==> config.mk <==
export PLATFORM = sky130hd
export DESIGN_NAME = q24_alu_mul
export DESIGN_NICKNAME = d
export VERILOG_FILES = /design/src/rtl/core/q24_alu_pkg.sv /design/src/rtl/core/q24_alu_mul.sv
export SDC_FILE = /design/constraint.sdc
export NUM_CORES = 2
export LEC_CHECK = 0
export ABC_AREA = 1
export ABC_CLOCK_PERIOD_IN_PS = 9600
export BUFFER_PORTS_ARGS = -buffer_cell sky130_fd_sc_hd__clkbuf_2
export CORE_UTILIZATION = 46
export DETAILED_ROUTE_END_ITERATION = 6
export SLEW_MARGIN = 10
export SYNTH_ARGS = -nofsm -noshare
export SYNTH_HDL_FRONTEND = slang
export SYNTH_SLANG_ARGS = --single-unit
==> constraint.sdc <==
create_clock -name clock -period 9.6 [get_ports clock]
set_clock_uncertainty 0.15 [all_clocks]
set_input_delay 1.44 -clock clock [delete_from_list [all_inputs] [get_ports clock]]
set_output_delay 1.44 -clock clock [all_outputs]
set_load 0.05 [all_outputs]
==> src/rtl/core/q24_alu_pkg.sv <==
// types and constants shared by the q24.8 fixed-point alu
// no dependencies
`timescale 1ns / 1ps

package q24_alu_pkg;

   localparam int DATA_W = 32;
   localparam int OP_W   = 4;

   typedef enum logic [OP_W-1:0] {
      OP_ADD      = 4'd0,
      OP_SUB      = 4'd1,
      OP_MUL      = 4'd2,
      OP_DIV      = 4'd3,
      OP_LT       = 4'd4,
      OP_GT       = 4'd5,
      OP_LE       = 4'd6,
      OP_GE       = 4'd7,
      OP_EQ       = 4'd8,
      OP_NE       = 4'd9,
      OP_MIN      = 4'd10,
      OP_MAX      = 4'd11,
      OP_INC      = 4'd12,
      OP_DEC      = 4'd13,
      OP_FROM_INT = 4'd14,
      OP_TO_INT   = 4'd15
   } op_type;

   // per-item data that travels beside the multiplier and divider
   typedef struct packed {
      op_type                    op;
      logic signed [DATA_W-1:0] value;
      logic                      compare_true;
      logic                      divide_by_zero;
   } side_type;

endpackage

==> src/rtl/core/q24_alu_mul.sv <==
// two-stage signed multiplier with arithmetic fraction shift
// depends on q24_alu_pkg
`timescale 1ns / 1ps

module q24_alu_mul
   import q24_alu_pkg::*;
#(
   parameter int FRACTION_BITS = 8
) (
   input  logic                      clock,
   input  logic                      en,
   input  logic signed [DATA_W-1:0]  a,
   input  logic signed [DATA_W-1:0]  b,
   output logic signed [DATA_W-1:0]  product
);

   logic signed [2*DATA_W-1:0] prod_ff;
   logic signed [2*DATA_W-1:0] prod_in;
   logic signed [DATA_W-1:0]   shift_ff;
   logic signed [2*DATA_W-1:0] shift_full;
   logic signed [DATA_W-1:0]   shift_in;

   always_comb begin
      prod_in    = a * b;
      shift_full = prod_ff >>> FRACTION_BITS;
      shift_in   = shift_full[DATA_W-1:0];
   end

   always_ff @(posedge clock) begin
      if (en) begin
         prod_ff  <= prod_in;
         shift_ff <= shift_in;
      end
   end

   assign product = shift_ff;

endmodule

==> results.json <==
{
  "clk_pin_slew_ns": 0.05,
  "cts_resized": 0,
  "critPathRequiredTime_ns": 9.53,
  "drt_iter0_markers": 1506,
  "rr_startpoint": "prod_ff[23]",
  "path_buf_inv": 7,
  "tns_ns": 0,
  "post_cts_buffers": 0,
  "critical_path_arrival_ns": 8.43,
  "timing.max_slew.rel_slack": 0.263,
  "cpPeakStageDelay_ns": 0.80,
  "die_y_um": 243,
  "grt_max_degree": 65,
  "syn_area_mm2": 0.0268,
  "multi_input_area_mm2": 0.0198,
  "num_rows": 88,
  "clockBufferDepth": 2,
  "crit_top_cell": "fa_1",
  "synth_top_cells_by_area": "fa_1 48%, inv_1 17%, nand2_1 13%",
  "use_met1": 0.372,
  "yosys.area.top_type": "fa_1",
  "grt_pass1_wl_um": 119000,
  "startpoint": "b[8]",
  "holdCritStartpoint": "prod_ff[16]",
  "place_congestion": 0.939,
  "syn_nets": 4236,
  "clock_latency_ns": 0.33,
  "wirelength_um": 74700,
  "maxCapViolations": 0,
  "cp-start-kind": "primary input",
  "drc": 1,
  "cts_num_sinks": 64,
  "rsz0062_at_grt": "no",
  "worst_pin_slew_ns": 1.11,
  "io_pins": 98,
  "tritoncts": "done",
  "cts_buffers": 9,
  "finalSetupViolCount": 0,
  "fp.dieArea_mm2": 0.0591,
  "crit_path_end_kind": "register",
  "holdWs_ns": 0.265,
  "drt-pass1-iter-count": 7,
  "final_layout_size_suffix_gt1_frac": 0.0455,
  "synthArstFlopShare": 0,
  "yosysMostFrequentCell": "inv_1",
  "utilization": 0.488,
  "violations": "DRC",
  "area_growth_pct": 5.04,
  "crit_type": "in -> reg",
  "synth_edf_count": 64,
  "cp_top_family": "adder cells",
  "use_met2": 0.420,
  "grt_usage": 0.266,
  "period_needed_ns": 8.51,
  "regArea_mm2": 0.00192,
  "fillers": 5635,
  "busiest_layer": "met2",
  "status": "finished, violations left",
  "yosys_warnings": 0,
  "grt_pass1_vias": 21200,
  "dp_hpwl_um": 59000,
  "antenna_left": 0,
  "wl_per_cell_um": 18.1,
  "cp_max_fo": 33,
  "hold_violations": 0,
  "hold_class": "reg -> reg",
  "grt_antenna_before_repair": 1,
  "vias_per_cell": 4.82,
  "start_util": 0.465,
  "vias": 19900,
  "synth_area_per_cell_um2": 7.93,
  "timing.final.crit_share": 0.886,
  "ys_ff_latch": 64,
  "max_freq_mhz": 118,
  "met3_usage": 0.0552,
  "drv_slew": 0,
  "yosysSeqAreaShare": 0.0718,
  "fp.dieW_um": 243,
  "hold_buffers": 0,
  "fin_nets": 4222,
  "overflow": 0,
  "synth_cell_types": 40,
  "yosysTopAreaCellShare": 0.480,
  "cts_max_level": 3,
  "cts_root_buf": "clkbuf_16",
  "port_buffers": 97,
  "core_area_mm2": 0.0576,
  "slowest_stage": "clkbuf_2",
  "synth_common_cells": "1195 x inv_1, 896 x nand2_1, 642 x fa_1",
  "synth_flop_cell": "edfxtp_1",
  "synth_cells": 3373
}
## area by class of cell
type	count	share of cell area
Antenna cell	1	0.0000891
Clock buffer	11	0.00828
Clock inverter	4	0.00165
Inverter	1197	0.160
Multi-Input combinational cell	1964	0.703
Sequential cell	64	0.0684
Tap cell	765	0.0341
Timing Repair Buffer	123	0.0247
## cell usage in the layout, fill, tap and decap left out, types with 2 or more instances in the layout
| cell type | instances |
|---|---|
| edfxtp_1 | 64 |
| ha_1 | 155 |
| o21a_1 | 8 |
| nor2_1 | 48 |
| clkbuf_1 | 2 |
| o21bai_1 | 4 |
| nand3_1 | 55 |
| o21ai_0 | 22 |
| a21o_1 | 2 |
| fa_1 | 642 |
| nand3_2 | 2 |
| nor3_1 | 4 |
| nand2_1 | 896 |
| or2_2 | 7 |
| nand4_1 | 5 |
| o21ai_1 | 3 |
| xor2_1 | 32 |
| a31oi_1 | 6 |
| clkbuf_2 | 96 |
| nand3b_1 | 3 |
| buf_4 | 25 |
| clkbuf_16 | 9 |
| inv_1 | 1195 |
| inv_2 | 2 |
| a21oi_1 | 45 |
| xnor2_1 | 12 |
## path summary, 6_finish.rpt
| path | to | slack, ns | cells after the start |
|---|---|---|---|
| worst max-delay path | prod_ff[39] | 1.09 | 25 |
| worst min-delay path | product[8] | 0.27 | 0 |
| worst min register to register | product[8] | 0.27 | 0 |
| worst max register to register | product[15] | 8.74 | 0 |
## cell families after synthesis
logic type               synth area share
buffers and inverters               0.190
adder cells (fa/ha/maj)             0.553
flip-flops                         0.0718
AO/OA/AOI/OAI                      0.0218
XOR/XNOR                           0.0144
AND/OR/NAND/NOR                     0.149
## sequential cells by signal, summed over array words and instances (netlist names)
register  count
prod_ff      32
product      32
## routing by layer
layer,part of all wire,routed length [µm]
met1,0.44,32700
met2,0.45,33400
met3,0.088,6600
met4,0.024,1820
met5,0.0022,166
## stage by stage
stage | std cells | worst slack [ns] | instance area [µm²]
2_1_floorplan | 3373 | 1.84 | 26800
3_3_place_gp | 4113 | 0.860 | 27800
3_5_place_dp | 4113 | 0.788 | 27800
4_1_cts | 4128 | 1.13 | 28100
5_1_grt | 4129 | 0.839 | 28100
6_report | 4129 | 1.09 | 28100
Power is left out: the tool's default activity adds up to more than one toggle a clock period on the data nets, which glitch-free logic cannot reach.
